==> config.mk <==
export PLATFORM = sky130hd
export DESIGN_NAME = four_wheel_position_pid_top
export DESIGN_NICKNAME = d
export VERILOG_FILES = /design/src/fwpid_pkg.sv /design/src/fwpid_err_stage.sv /design/src/fwpid_pid_law.sv /design/src/four_wheel_position_pid_top.sv
export SDC_FILE = /design/constraint.sdc
export NUM_CORES = 2
export LEC_CHECK = 0
export BUFFER_PORTS_ARGS = -buffer_cell sky130_fd_sc_hd__buf_4
export CELL_PAD_IN_SITES_DETAIL_PLACEMENT = 0
export CELL_PAD_IN_SITES_GLOBAL_PLACEMENT = 2
export CORE_MARGIN = 1
export CORE_UTILIZATION = 38
export DETAILED_ROUTE_END_ITERATION = 7
export GPL_TIMING_DRIVEN = 0
export PLACE_DENSITY_LB_ADDON = 0.1
export SYNTH_ARGS = -nofsm -noshare
export SYNTH_HDL_FRONTEND = slang
export SYNTH_SLANG_ARGS = --single-unit
==> constraint.sdc <==
create_clock -name i_clk -period 16.55 [get_ports i_clk]
set_clock_uncertainty 0.2 [all_clocks]
set_input_delay 0.8275 -clock i_clk [delete_from_list [all_inputs] [get_ports i_clk]]
set_output_delay 0.8275 -clock i_clk [all_outputs]
set_load 0.05 [all_outputs]
==> src/fwpid_pkg.sv <==
// Shared types, widths and codes for the four wheel position PID block.
// No dependencies; imported by every module of the block.

package fwpid_pkg;

    // Encoder position width and gain fraction bits
    localparam int POSITION_WIDTH = 24;
    localparam int GAIN_FRAC_BITS = 8;

    // Datapath widths
    localparam int GAIN_W    = 16;
    localparam int ERR_W     = 28;
    localparam int INT_W     = 48;
    localparam int MAXSPD_W  = 7;
    localparam int SPEED_W   = 16;
    localparam int ERR_CALC_W = ((POSITION_WIDTH > ERR_W) ? POSITION_WIDTH : ERR_W) + 1;
    localparam int CFG_IDX_W = 3;
    localparam int CFG_DATA_W = 28;

    // Speed limit ceiling in whole percent, deadband half width in 1/16 degree
    localparam logic [MAXSPD_W-1:0] MAX_SPEED_CAP = 7'd100;
    localparam logic [ERR_W-1:0]    DEADBAND      = 28'd3;

    // Register indexes
    localparam logic [CFG_IDX_W-1:0] CFG_GAIN_P          = 3'd0;
    localparam logic [CFG_IDX_W-1:0] CFG_GAIN_I          = 3'd1;
    localparam logic [CFG_IDX_W-1:0] CFG_GAIN_D          = 3'd2;
    localparam logic [CFG_IDX_W-1:0] CFG_TARGET_POSITION = 3'd3;
    localparam logic [CFG_IDX_W-1:0] CFG_MAX_SPEED       = 3'd4;
    localparam logic [CFG_IDX_W-1:0] CFG_INTEGRAL_WINDOW = 3'd5;

    // Input word
    typedef struct packed {
        logic                              restart;
        logic signed [POSITION_WIDTH-1:0]  pos_left_front;
        logic signed [POSITION_WIDTH-1:0]  pos_right_back;
        logic signed [POSITION_WIDTH-1:0]  pos_right_front;
        logic signed [POSITION_WIDTH-1:0]  pos_left_back;
    } t_in_word;

    // Result word
    typedef struct packed {
        logic signed [SPEED_W-1:0] drive_speed;
        logic                      settled;
        logic                      limited;
    } t_out_word;

    // Configuration register set
    typedef struct packed {
        logic [GAIN_W-1:0]       gain_p;
        logic [GAIN_W-1:0]       gain_i;
        logic [GAIN_W-1:0]       gain_d;
        logic signed [ERR_W-1:0] target_position;
        logic [MAXSPD_W-1:0]     max_speed;
        logic [GAIN_W-1:0]       integral_window;
    } t_cfg;

endpackage

==> src/fwpid_err_stage.sv <==
// Error stage: floor average of the four encoder positions, saturated error.
// Depends on fwpid_pkg.

module fwpid_err_stage (
    input  logic                               i_clk,
    input  logic                               i_en,
    input  fwpid_pkg::t_in_word                i_word,
    input  logic signed [fwpid_pkg::ERR_W-1:0] i_target,
    output logic                               o_restart,
    output logic signed [fwpid_pkg::ERR_W-1:0] o_err
);
    import fwpid_pkg::*;

    logic signed [POSITION_WIDTH+1:0] w_sum;
    logic signed [POSITION_WIDTH-1:0] w_avg;
    logic signed [ERR_CALC_W-1:0]     w_diff;
    logic                             w_ovf;
    logic signed [ERR_W-1:0]          n_err;
    logic signed [ERR_W-1:0]          r_err;
    logic                             r_restart;

    // Sum the wheels; dropping two low bits of a signed sum is a floor divide by four
    assign w_sum  = i_word.pos_left_front + i_word.pos_right_back
                  + i_word.pos_right_front + i_word.pos_left_back;
    assign w_avg  = w_sum[POSITION_WIDTH+1:2];
    assign w_diff = i_target - w_avg;

    // Saturate to the error width when the upper bits disagree
    assign w_ovf = (w_diff[ERR_CALC_W-1:ERR_W-1] != {(ERR_CALC_W-ERR_W+1){1'b0}})
                && (w_diff[ERR_CALC_W-1:ERR_W-1] != {(ERR_CALC_W-ERR_W+1){1'b1}});

    always_comb begin
        if (!w_ovf) begin
            n_err = w_diff[ERR_W-1:0];
        end else if (w_diff[ERR_CALC_W-1]) begin
            n_err = {1'b1, {(ERR_W-1){1'b0}}};
        end else begin
            n_err = {1'b0, {(ERR_W-1){1'b1}}};
        end
    end

    // Hold the error word for the control law stage
    always_ff @(posedge i_clk) begin
        if (i_en) begin
            r_err     <= n_err;
            r_restart <= i_word.restart;
        end
    end

    assign o_err     = r_err;
    assign o_restart = r_restart;

endmodule

==> src/fwpid_pid_law.sv <==
// Control law stage: P, I and D terms, integral and last-error state,
// speed limit, deadband and result register. Depends on fwpid_pkg.

module fwpid_pid_law (
    input  logic                               i_clk,
    input  logic                               i_rst_n,
    input  logic                               i_en,
    input  logic                               i_restart,
    input  logic signed [fwpid_pkg::ERR_W-1:0] i_err,
    input  fwpid_pkg::t_cfg                    i_cfg,
    output fwpid_pkg::t_out_word               o_word
);
    import fwpid_pkg::*;

    localparam int PROD_W  = GAIN_W + 1 + ERR_W;
    localparam int DIFF_W  = ERR_W + 1;
    localparam int DPROD_W = GAIN_W + 1 + DIFF_W;
    localparam int RAW_W   = INT_W + 2;
    localparam int SHIFT   = GAIN_FRAC_BITS - 4;
    localparam int LIM_W   = MAXSPD_W + 8;

    logic signed [INT_W-1:0]   r_integral;
    logic signed [ERR_W-1:0]   r_prev_err;
    t_out_word                 r_out_word;

    logic signed [INT_W-1:0]   w_int_base;
    logic signed [ERR_W-1:0]   w_prev_base;
    logic [ERR_W-1:0]          w_mag;
    logic                      w_in_window;
    logic                      w_deadband;
    logic signed [PROD_W-1:0]  w_p_term;
    logic signed [PROD_W-1:0]  w_i_term;
    logic signed [DIFF_W-1:0]  w_diff;
    logic signed [DPROD_W-1:0] w_d_term;
    logic signed [INT_W:0]     w_int_sum;
    logic signed [INT_W-1:0]   n_integral;
    logic signed [RAW_W-1:0]   w_raw;
    logic signed [RAW_W-1:0]   w_speed;
    logic [MAXSPD_W-1:0]       w_cap;
    logic signed [RAW_W-1:0]   w_limit;
    logic signed [SPEED_W-1:0] w_final;
    logic                      w_limited;
    t_out_word                 n_out_word;

    // Restart clears the state ahead of this word
    assign w_int_base  = i_restart ? '0 : r_integral;
    assign w_prev_base = i_restart ? '0 : r_prev_err;

    // Error magnitude, window and deadband tests
    assign w_mag       = i_err[ERR_W-1] ? (~i_err + 1'b1) : i_err;
    assign w_in_window = w_mag < ERR_W'(i_cfg.integral_window);
    assign w_deadband  = w_mag <= DEADBAND;

    // Gain products
    assign w_p_term = $signed({1'b0, i_cfg.gain_p}) * i_err;
    assign w_i_term = $signed({1'b0, i_cfg.gain_i}) * i_err;
    assign w_diff   = {i_err[ERR_W-1], i_err} - {w_prev_base[ERR_W-1], w_prev_base};
    assign w_d_term = $signed({1'b0, i_cfg.gain_d}) * w_diff;

    // Accumulate the integral inside the window, saturating
    assign w_int_sum = w_int_base + w_i_term;
    always_comb begin
        if (!w_in_window) begin
            n_integral = w_int_base;
        end else if (w_int_sum[INT_W] == w_int_sum[INT_W-1]) begin
            n_integral = w_int_sum[INT_W-1:0];
        end else if (w_int_sum[INT_W]) begin
            n_integral = {1'b1, {(INT_W-1){1'b0}}};
        end else begin
            n_integral = {1'b0, {(INT_W-1){1'b1}}};
        end
    end

    // Sum the terms and scale to 1/256 percent, rounding toward minus infinity
    assign w_raw   = w_p_term + n_integral + w_d_term;
    assign w_speed = w_raw >>> SHIFT;

    // Limit and deadband
    assign w_cap   = (i_cfg.max_speed > MAX_SPEED_CAP) ? MAX_SPEED_CAP : i_cfg.max_speed;
    assign w_limit = $signed({{(RAW_W-LIM_W){1'b0}}, w_cap, 8'b0});

    always_comb begin
        if (w_deadband) begin
            w_final   = '0;
            w_limited = 1'b0;
        end else if (w_speed > w_limit) begin
            w_final   = w_limit[SPEED_W-1:0];
            w_limited = 1'b1;
        end else if (w_speed < -w_limit) begin
            w_final   = SPEED_W'(-w_limit);
            w_limited = 1'b1;
        end else begin
            w_final   = w_speed[SPEED_W-1:0];
            w_limited = 1'b0;
        end
    end

    always_comb begin
        n_out_word.drive_speed = w_final;
        n_out_word.settled     = (w_final > -SPEED_W'(256)) && (w_final < SPEED_W'(256));
        n_out_word.limited     = w_limited;
    end

    // Advance the controller state with each word
    always_ff @(posedge i_clk) begin
        if (!i_rst_n) begin
            r_integral <= '0;
            r_prev_err <= '0;
        end else if (i_en) begin
            r_integral <= n_integral;
            r_prev_err <= i_err;
        end
    end

    // Result register
    always_ff @(posedge i_clk) begin
        if (i_en) begin
            r_out_word <= n_out_word;
        end
    end

    assign o_word = r_out_word;

endmodule

==> src/four_wheel_position_pid_top.sv <==
// Four wheel position PID: an accepted input word moves through the input, error
// and output registers to its result word; throughput one word per cycle while the
// output is not stalled, set by the integral update in the control law stage.
// Reset (synchronous, active low) restores the register defaults, clears the
// integral and last error and empties the pipeline. No clearing pass.
// Depends on fwpid_pkg, fwpid_err_stage and fwpid_pid_law.

module four_wheel_position_pid_top (
    input  logic                                  i_clk,
    input  logic                                  i_rst_n,
    input  logic                                  i_in_valid,
    output logic                                  o_in_stall,
    input  fwpid_pkg::t_in_word                   i_in_word,
    output logic                                  o_out_valid,
    input  logic                                  i_out_stall,
    output fwpid_pkg::t_out_word                  o_out_word,
    input  logic                                  i_cfg_wr_en,
    input  logic [fwpid_pkg::CFG_IDX_W-1:0]       i_cfg_index,
    input  logic [fwpid_pkg::CFG_DATA_W-1:0]      i_cfg_data
);
    import fwpid_pkg::*;

    t_cfg      r_cfg;
    t_in_word  r_in_word;
    logic      r_in_valid;
    logic      r_err_valid;
    logic      r_out_valid;

    logic      w_out_ready;
    logic      w_err_ready;
    logic      w_in_ready;
    logic      w_err_restart;
    logic signed [ERR_W-1:0] w_err;

    // Configuration writes
    always_ff @(posedge i_clk) begin
        if (!i_rst_n) begin
            r_cfg.gain_p          <= 16'd95;
            r_cfg.gain_i          <= 16'd0;
            r_cfg.gain_d          <= 16'd77;
            r_cfg.target_position <= '0;
            r_cfg.max_speed       <= 7'd100;
            r_cfg.integral_window <= 16'd800;
        end else if (i_cfg_wr_en) begin
            case (i_cfg_index)
                CFG_GAIN_P: begin
                    r_cfg.gain_p <= i_cfg_data[GAIN_W-1:0];
                end
                CFG_GAIN_I: begin
                    r_cfg.gain_i <= i_cfg_data[GAIN_W-1:0];
                end
                CFG_GAIN_D: begin
                    r_cfg.gain_d <= i_cfg_data[GAIN_W-1:0];
                end
                CFG_TARGET_POSITION: begin
                    r_cfg.target_position <= i_cfg_data[ERR_W-1:0];
                end
                CFG_MAX_SPEED: begin
                    r_cfg.max_speed <= i_cfg_data[MAXSPD_W-1:0];
                end
                CFG_INTEGRAL_WINDOW: begin
                    r_cfg.integral_window <= i_cfg_data[GAIN_W-1:0];
                end
                default: begin
                end
            endcase
        end
    end

    // Stage enables: a stage moves on when it is empty or its successor moves
    assign w_out_ready = !r_out_valid || !i_out_stall;
    assign w_err_ready = !r_err_valid || w_out_ready;
    assign w_in_ready  = !r_in_valid || w_err_ready;
    assign o_in_stall  = !w_in_ready;

    // Valid bits
    always_ff @(posedge i_clk) begin
        if (!i_rst_n) begin
            r_in_valid  <= 1'b0;
            r_err_valid <= 1'b0;
            r_out_valid <= 1'b0;
        end else begin
            if (w_in_ready) begin
                r_in_valid <= i_in_valid;
            end
            if (w_err_ready) begin
                r_err_valid <= r_in_valid;
            end
            if (w_out_ready) begin
                r_out_valid <= r_err_valid;
            end
        end
    end

    // Input register
    always_ff @(posedge i_clk) begin
        if (w_in_ready && i_in_valid) begin
            r_in_word <= i_in_word;
        end
    end

    fwpid_err_stage u_err_stage (
        .i_clk     (i_clk),
        .i_en      (w_err_ready && r_in_valid),
        .i_word    (r_in_word),
        .i_target  (r_cfg.target_position),
        .o_restart (w_err_restart),
        .o_err     (w_err)
    );

    fwpid_pid_law u_pid_law (
        .i_clk     (i_clk),
        .i_rst_n   (i_rst_n),
        .i_en      (w_out_ready && r_err_valid),
        .i_restart (w_err_restart),
        .i_err     (w_err),
        .i_cfg     (r_cfg),
        .o_word    (o_out_word)
    );

    assign o_out_valid = r_out_valid;

endmodule

After elaboration in Yosys (flattened, before gate mapping)
Index checks and enable logic that the tools add are counted.
{"block": "word_totals", "elab_cells": 84, "in_bits": 133, "regBits": 322, "output_inout_bits": 20}
{"block": "classes", "magnitude_cmp": 7, "n_mul": 3, "muxes": 14, "reduce_logical": 21, "addsub": 10, "eq_ne": 7, "bitwise_logic": 1}
{"op": "$mux 48", "n": 4}
{"op": "$mux 28", "n": 4}
{"op": "$mul 17x28->45", "n": 2}
{"op": "$add 49x46->50", "n": 1}
{"op": "$lt 46x50->1", "n": 1}
{"op": "$neg 15->50", "n": 1}
{"op": "$add 45x48->49", "n": 1}
{"op": "$add 48x45->49", "n": 1}
{"op": "$mux 16", "n": 3}
{"op": "$gt 46x16->1", "n": 1}
{"op": "$mul 17x29->46", "n": 1}
{"op": "$sub 28x24->29", "n": 1}
{"op": "$sub 28x28->29", "n": 1}
{"op": "$add 28x1->28 const B", "n": 1}
{"op": "$le 28x2->1 const B", "n": 1}
{"op": "$lt 28x16->1", "n": 1}
{"op": "$not 28->28", "n": 1}
{"op": "$add 25x24->26", "n": 1}
{"op": "$add 26x24->26", "n": 1}
{"op": "$add 24x24->25", "n": 1}
{"op": "$gt 16x9->1 const B", "n": 1}
{"op": "$lt 16x10->1 const B", "n": 1}
{"op": "$reduce_and 2->1", "n": 6}
{"op": "$gt 7x7->1 const B", "n": 1}
{"op": "other kinds (12)", "n": 25}

Longest topological paths before layout
{"block": "logic_depth", "depth_word": 13, "ltp_mapped": 76, "mapped_depth_nobuf": 71}

Hierarchy
Synthesis repeated with hierarchy kept, for this count alone.
{"block": "hier_totals", "hier_cells": 7933, "hier_area_um2": 73371.6}
{"module": "fwpid_pid_law", "instances": 1, "seq_area_each_um2": 2062.0, "cells_per_inst": 6875, "area_each_um2": 61517.8}
{"module": "four_wheel_position_pid_top", "instances": 1, "seq_area_each_um2": 4954.8, "cells_per_inst": 478, "area_each_um2": 6791.5}
{"module": "fwpid_err_stage", "instances": 1, "seq_area_each_um2": 870.8, "cells_per_inst": 580, "area_each_um2": 5062.4}

Worst setup path before layout
OpenSTA, ideal clock, no wires.
{"block": "synth_path", "kind": "register to register", "from": "register u_err_stage.r_err[27], in the netlist u_err_stage.o_err[27]", "to": "register u_pid_law.r_out_word, in the netlist u_pid_law.o_word[1], data pin", "stages_incl_launch_ff": 66, "setup_time_ns": 0.169, "required_ns": 16.181, "path_slack_ns": -0.852, "t_arrival_ns": 17.033, "period_less_slack_ns": 17.402, "path_buffers": 7, "path_cell_list": "edfxtp_1 > clkbuf_1 > clkbuf_1 > clkbuf_1 > nand2_1 > fa_1 > inv_1 > fa_1 > fa_1 > fa_1 > inv_1 > fa_1 > inv_1 > ha_1 > o21a_1 > nand2_1 > o21ai_0 > a311o_1 > [30 not listed] > nand3_1 > a41oi_1 > xnor2_1 > ha_1 > a21o_1 > a21o_1 > a21o_1 > a221o_1 > a211oi_1 > o31ai_1 > nor2_1 > o21ai_1 > buf_2 > mux2_2 > nor4_1 > a221oi_1 > or4_1 > o31ai_1"}
{"element": "from (decl)", "line": "fwpid_err_stage.sv:19", "text": "logic signed [ERR_W-1:0] r_err;"}
{"element": "from (signal assigned)", "line": "fwpid_err_stage.sv:45", "text": "r_err <= n_err;"}
{"element": "to (signal assigned)", "line": "fwpid_pid_law.sv:118", "text": "r_out_word <= n_out_word;"}
{"element": "to (decl)", "line": "fwpid_pid_law.sv:24", "text": "t_out_word r_out_word;"}

==> reports/metrics.yaml <==
status: "finished with violations"
violations: "max-capacitance violations, max-slew violations, negative setup slack"
place_hpwl_um: 240000
min_from: "i_in_word[49]"
drive_gt1_share_pct: 11.4
fillers: 19221
synthesis.area_sq_um: 72800
r2r-start: "u_err_stage.o_err[6]"
wl_um: 288000
path_common_cell: "fa_1"
dr.pass1.iters: 6
clk_path_buf_depth: 3
cp.required_ps: 16830
wl_per_cell_um: 26.4
synth_top_flop_cell: "dfxtp_1"
fin_util_pct: 44.1
die_w_um: 440
final_common_cell: "inv_1"
core_region_area_sq_um: 190000
final_cell_mix: "1,846 x inv_1, 1,581 x fa_1, 1,152 x nand2_1"
ant_nets: 0
seq_area_sq_um: 7890
cp_slowest_cell: "fa_2"
syn_to_final_growth_pct: 15.2
globalplace.congestion: 0.938
crit_type: "reg2reg"
synth_nets: 10175
final_cell_area_sq_um: 83900
synth_seq_cells: 322
r2r_end: "u_pid_law.o_word[1]"
gr-usage-all-layers_pct: 30.5
drv_cap: 2
cts-root-buf: "clkbuf_16"
clock-sinks: 322
cts_made_buffers: 45
hold_end: "r_in_word[49]"
grt_pass1_vias: 59430
worstMarginPinSlew_ps: 1530
start_kind: "flip-flop"
start_util_pct: 38.3
clk-insertion-delay-late_ps: 680
die_h_um: 440
grt_max_degree: 38
cts_hold_buffers: 0
setup_viol: 18
async_reset_ff_share_pct: 0
r2r_slack_ps: -1190
rows: 160
clkSlewWorstSetupHoldPaths_ps: 60
worst_path_largest_cell_delay_ps: 580
vias: 56019
grt_pass1_wl_um: 417000
synthCells: 7980
drt_iter0_markers: 4299
fin_crit_sh_pct: 107
place_area_sq_um: 77600
setup_slack_ps: -1190
fin_nets: 10563
top_layer: "met5"
finalCriticalPeriod_ps: 17740
cts.htree.levels: 2
whs_path_depth: 1
drv_slew: 8
avgViaCountPerCell: 5.13
avgSynthCellArea_sq_um: 9.13
yosys_warnings: 0
yosysUniqueCellTypes: 90
die_area_sq_um: 193000
antenna_found_initial: 27
wl_met1_um: 125000
critPathMaxFanout: 6
multi_input_area_sq_um: 58500
io_buffer_count: 151
synth-edff-count: 144
ios: 153
routed-wl-met3_um: 20200
hold_violations: 0
synth-seq-area-share_pct: 10.8
grt-ovfl-total: 0
crit_path_end_kind: "flip-flop"
grt_setup_unrepaired: "yes"
timing.fmax_ghz: 0.0564
cts_tree: "done"
wl_met2_um: 133000
cp.arrival_ps: 18020
r2r.worst_path.cells: 74
hp-class: "in2reg"
slew_headroom_pct: -2.61
drc: 0
## state kept, by name, indices dropped and copies added, names as in the netlist, 18 cells and up
register              cells
r_cfg                    99
r_in_word                97
u_pid_law.r_integral     48
u_err_stage.o_err        28
u_pid_law.r_prev_err     28
u_pid_law.o_word         18
## through the flow
step                      setup TNS [ps]  instances  setup slack (ps)  hold WS, ps
after floorplan                        0       7980              18.2          200
after global placement           -110590      10642             -6450          204
after detailed placement         -107820      10652             -6280          207
after CTS                         -13390      10885             -1180         93.3
after global routing              -22170      10917             -1750          114
final                             -12850      10929             -1190          152
## worst max-delay path by stage
stage	startpoint	endpoint	slack, ps	cells past startpoint
floorplan	u_err_stage.o_err[18]	u_pid_law.o_word[1]	20	71
global placement	u_err_stage.o_err[5]	u_pid_law.o_word[1]	-6450	61
detailed placement	u_err_stage.o_restart	u_pid_law.o_word[1]	-6280	64
CTS	u_err_stage.o_err[6]	u_pid_law.o_word[1]	-1180	75
global route	u_err_stage.o_err[11]	u_pid_law.o_word[1]	-1750	77
finish	u_err_stage.o_err[6]	u_pid_law.o_word[1]	-1190	74
## layer usage
metal  vias to the layer above  GRT usage, %
li1                      24588             -
met1                     29356          42.5
met2                      1775          49.4
met3                       294          4.47
met4                         6          8.60
met5                         -             0
## cells by family (layout without fill, tap and decap cells)
family / after synthesis / count (layout) / synth area share (%)
compound gates: 796 / 796 / 7.29
xor+xnor: 185 / 185 / 2.22
fa+ha+maj: 2064 / 2064 / 52.1
buf+inv: 2258 / 2681 / 11.7
flops: 322 / 322 / 10.8
mux: 39 / 39 / 0.574
other cells: 0 / 15 / 0
simple gates: 2316 / 2316 / 15.3
## cell type report
type	count	area share (%)
Tap cell	2511	3.75
Clock buffer	55	1.45
Clock inverter	27	0.371
Multi-Input combinational cell	5400	69.8
Inverter	1870	8.38
Timing Repair Buffer	351	3.48
Sequential cell	322	9.40
Antenna cell	15	0.0448
Buffer	378	3.34
## worst max-delay path: cells and delay by family (launching register included)
kind	cells	cell delay, ps
adders and majority gates	17	7670
DFF	1	560
xor gates and xnor gates	2	370
AOI/OAI and AO/OA	24	4120
buffers and inverters	17	1970
muxes	2	510
and+or+nand+nor	12	2120
## Yosys cell counts, types with 18 or more instances
cell,number,area [sq um]
a21o_1,79,593
nor3_1,36,180
mux2_2,22,248
nor2b_1,61,382
clkbuf_1,345,1290
ha_1,448,5610
xnor2_1,114,998
nand3_1,70,350
dfxtp_1,178,3560
buf_1,20,75.1
edfxtp_1,144,4320
nand2b_1,94,588
and2_1,603,3770
nor2_1,164,616
o2bb2ai_1,21,184
a211oi_1,19,143
nand4_1,18,113
and3_1,23,144
fa_1,1614,32300
o21a_1,37,278
o21ai_0,122,611
a21oi_1,223,1120
nand2_1,1167,4380
a21boi_0,121,908
inv_1,1869,7020
buf_2,20,100
o21bai_1,19,143
xor2_1,71,622
## repair_timing
action,CTS,global route
cloned,2,0
pin swaps,159,51
setup endpoints to repair,18,18
buffers inserted,159,30
resized for setup,685,130
Power is not shown: default switching activity piles up to over one toggle a cycle in this logic, so the estimate is an artifact.
